<file path="config.mk">
export PLATFORM = sky130hd
export DESIGN_NAME = vwd_dist
export DESIGN_NICKNAME = d
export VERILOG_FILES = /design/src/rtl/vwd_pkg.sv /design/src/rtl/vwd_dist.sv
export SDC_FILE = /design/constraint.sdc
export NUM_CORES = 1
export LEC_CHECK = 0
export ABC_AREA = 0
export BUFFER_PORTS_ARGS = -buffer_cell sky130_fd_sc_hd__buf_2
export CAP_MARGIN = 20
export CORE_UTILIZATION = 58
export DETAILED_ROUTE_END_ITERATION = 10
export GPL_TIMING_DRIVEN = 0
export HOLD_SLACK_MARGIN = 0.06
export PLACE_DENSITY = 0.85
export SYNTH_ARGS = -nofsm -noshare
export SYNTH_HDL_FRONTEND = slang
export SYNTH_SLANG_ARGS = --single-unit
</file>
<file path="constraint.sdc">
create_clock -name clk -period 8.5 [get_ports clk]
set_input_delay 1.7 -clock clk [delete_from_list [all_inputs] [get_ports clk]]
set_output_delay 1.7 -clock clk [all_outputs]
set_load 0.005 [all_outputs]
</file>
<file path="src/rtl/vwd_pkg.sv">
`default_nettype none
// ----------------------------------------------------------------------------
// vwd_pkg - shared types and constants of the vertex weld block
// Register widths, reset values, command codes and the status word of the
// distance unit.
// ----------------------------------------------------------------------------
package vwd_pkg;

	localparam int TOL_W = 24;
	localparam logic [TOL_W-1:0] TOL_RESET = 24'd655;
	localparam int IDX_W = 8;

	localparam logic CMD_SUBMIT = 1'b0;
	localparam logic CMD_CLEAR  = 1'b1;

	typedef struct packed {
		logic vld;
		logic hit;
	} dist_stat_t;

endpackage
`default_nettype wire

</file>
<file path="src/rtl/vwd_dist.sv">
`default_nettype none
// ----------------------------------------------------------------------------
// vwd_dist - L1 distance compare unit
// Register the absolute coordinate differences, then sum and compare.
// ----------------------------------------------------------------------------
module vwd_dist #(
	parameter int COORD_BITS = 24,
	parameter int AW         = 8
) (
	input  wire logic                             clk,
	input  wire logic                             arst_n,
	input  wire logic                             flush,
	input  wire logic                             in_vld,
	input  wire logic [AW-1:0]                    in_idx,
	input  wire logic [3*COORD_BITS-1:0]          point,
	input  wire logic [3*COORD_BITS-1:0]          entry,
	input  wire logic [vwd_pkg::TOL_W-1:0]        tol,
	output vwd_pkg::dist_stat_t                   stat,
	output logic      [AW-1:0]                    out_idx
);
	import vwd_pkg::*;

	localparam int CB = COORD_BITS;
	localparam int DW = (CB + 2 > TOL_W) ? CB + 2 : TOL_W;

	logic [CB-1:0] ax_s1, ay_s1, az_s1;
	logic          vld_s1;
	logic [AW-1:0] idx_s1;
	logic [DW-1:0] sum;

	function automatic logic [CB-1:0] abs_diff(input logic [CB-1:0] a, input logic [CB-1:0] b);
		logic [CB:0] d;
		d = {a[CB-1], a} - {b[CB-1], b};
		return d[CB] ? CB'(-d) : d[CB-1:0];
	endfunction

	always_ff @(posedge clk or negedge arst_n) begin
		if (!arst_n) begin
			vld_s1 <= 1'b0;
		end else begin
			vld_s1 <= in_vld && !flush;
		end
	end

	always_ff @(posedge clk) begin
		ax_s1  <= abs_diff(point[3*CB-1 -: CB], entry[3*CB-1 -: CB]);
		ay_s1  <= abs_diff(point[2*CB-1 -: CB], entry[2*CB-1 -: CB]);
		az_s1  <= abs_diff(point[CB-1:0], entry[CB-1:0]);
		idx_s1 <= in_idx;
	end

	assign sum      = DW'(ax_s1) + DW'(ay_s1) + DW'(az_s1);
	assign stat.vld = vld_s1;
	assign stat.hit = sum < DW'(tol);
	assign out_idx  = idx_s1;

endmodule
`default_nettype wire

</file>
==> flow_summary.json <==
{
  "synth-edff-count": 0,
  "num_vias": 10500,
  "maxSlewHeadroom_pct": 51.3,
  "worstPathRequired_ps": 6800,
  "drc": 0,
  "wire_per_inst_um": 13.7,
  "status": "finished clean",
  "io_pins": 190,
  "grt-ovfl-total": 0,
  "max-vdd-ir-drop_uv": 440,
  "die_area_mm2": 0.0187,
  "setup_violations": 0,
  "cp_slowest_cell": "or4b_2",
  "setup_ws_ps": 369,
  "dpl.hpwl_um": 20500,
  "syn_avg_cell_area_um2": 7.64,
  "yosysWarningCount": 0,
  "path_delay_family": "compound AO/OA/AOI/OAI gates",
  "initial_core_util_pct": 60.2,
  "ys_seq_elements": 81,
  "cts_hold_buf": 0,
  "worstPathBufferInverterCount": 2,
  "intPower_mw": 2.34,
  "fillers": 1486,
  "rsz0062_at_grt": "no",
  "fin_cells": 1812,
  "syn_inst": 1382,
  "track_usage_pct": 26.8,
  "final-seq-area_mm2": 0.00163,
  "gp_congestion": 0.877,
  "hold_violations": 0,
  "criticalPathCategory": "reg -> out",
  "path_max_fanout": 4,
  "final_core_util_pct": 68.9,
  "cts_made_buffers": 9,
  "startpoint_type": "flip-flop",
  "ys.flop_type": "dfxtp_1",
  "slowest_delay_ps": 630,
  "diodes": 0,
  "max_freq_mhz": 123,
  "postRouteAntennaNets": 0,
  "critical_path_depth": 28,
  "swShare_pct": 48.5,
  "grt_pass1_wl_um": 41600,
  "final_cell_mix": "buf_2 (193), inv_1 (152), ha_1 (150)",
  "cp.arrival_ps": 6430,
  "cap_violations": 0,
  "synthArstFlopShare_pct": 1.23,
  "cts-root-buf": "clkbuf_16",
  "leakagePower_nw": 5.88,
  "syn-num-nets": 1717,
  "critPathCaptureType": "output pin",
  "slew_viol_final": 0,
  "clkSinkCount": 81,
  "grt_max_degree": 14,
  "antenna_found_initial": 0,
  "core_mm2": 0.0175,
  "area_growth_pct": 14.5,
  "synth_cell_types": 96,
  "p_clk_share_pct": 8.4,
  "die_w_um": 137,
  "synth.yosys.seq_area_share_pct": 15.4,
  "cts_tree": "built",
  "tightest_slew_ps": 729,
  "period_needed_ps": 8130,
  "drt-vias-per-instance": 5.80,
  "drt_iter0_markers": 503,
  "die_height_um": 137,
  "finalWirelength_um": 24800,
  "combinationalPowerShare_pct": 79.4,
  "grt_pass1_vias": 9573,
  "firstDrtPassIters": 5,
  "rows": 48,
  "port_buffers": 189,
  "place_inst": 1796,
  "nNetsFinal": 1917,
  "seq_power_share_pct": 12.2,
  "min_path_type": "in -> async",
  "htreeDepth": 3,
  "setup_tns_ps": 0,
  "final_common_cell": "buf_2",
  "p_per_area_mw_per_mm2": 376,
  "multi_input_area_mm2": 0.00826,
  "drive_gt1_share_pct": 16.1,
  "p_sw_mw": 2.20,
  "period_share_pct": 95.7,
  "cts_buffer_depth": 2,
  "post-place-ws_ps": 449,
  "synthesis.area_mm2": 0.0106,
  "path_clk_slew_ps": 70
}
[metal layers]
metal / global-route usage [%] / up-vias / wire, um
met3: 4.63 / 39 / 1380
met5: 0 / - / 0
met4: 6.11 / 0 / 451
met2: 46.9 / 320 / 11800
met1: 34.2 / 4764 / 11100
li1: - / 5381 / -
[Yosys cell counts (11+ instances only)]
cell	number	area, um^2
a21o_1	47	353
a21oi_1	96	480
a31oi_1	14	87.6
and2_1	12	75.1
clkbuf_1	19	71.3
dfxtp_1	80	1600
ha_1	150	1880
inv_1	152	571
nand2_1	96	360
nand2b_1	21	131
nand3_1	32	160
nand4_1	17	106
nor2_1	99	372
nor2b_1	20	125
nor3_1	27	135
nor4_1	11	68.8
o211ai_1	16	120
o21a_1	26	195
o21ai_0	78	390
or3_1	14	87.6
xnor2_1	95	832
xor2_1	49	429
[state kept, by name, indices dropped and copies added (netlist names)]
register  flops
ax_s1        24
ay_s1        24
az_s1        24
out_idx       8
vld_s1        1
[final timing paths]
kind | startpoint | endpoint
max | ax_s1[0]$_DFF_P_ | stat[0]
min | arst_n | vld_s1$_DFF_PN0_
max in group asynchronous | arst_n | vld_s1$_DFF_PN0_
min in group clk | in_idx[3] | out_idx[3]$_DFF_P_
[power groups by stage]
stage	combinational [mW]	clock, mW	sequential, mW
floorplan	2.80	0	0.536
global placement	3.38	0	0.560
detailed placement	3.49	0	0.561
CTS	3.57	0.386	0.555
global route	4.05	0.404	0.562
finish	3.60	0.383	0.554
[cell families (layout without fill, tap and decap cells)]
kind of cell             count (synthesis)  after routing  synth area share [%]
AO/OA/AOI/OAI                          414            414                  27.2
AND/OR/NAND/NOR                        405            405                  19.7
buffers and inverters                  177            382                  6.45
adder cells (fa/ha/maj)                155            155                  18.7
XOR/XNOR                               145            145                  12.1
flip-flops                              81             81                  15.4
multiplexers                             5              5                 0.474
[layout make-up]
class	instances	area share, %
plain buffers	25	0.911
clock buffers	11	1.93
clock inverters	5	0.466
inverters	152	4.72
multi-input cells	1124	68.4
flip-flops and latches	81	13.5
well taps	225	2.33
repair buffers	189	7.83
[metrics by stage]
stage	area, um^2	hold WS [ps]	power, mW
global route	12100	1110	5.02
floorplan	10600	1400	3.34
detailed placement	11800	1480	4.05
global placement	11800	1480	3.94
CTS	12100	1120	4.51
finish	12100	1120	4.54
[timing repair]
action | 4_1_cts | 5_1_grt
setup endpoints to repair | 0 | 1
gates resized for setup | 0 | 6
setup buffers | 0 | 0
(Power assumes the default switching activity.)
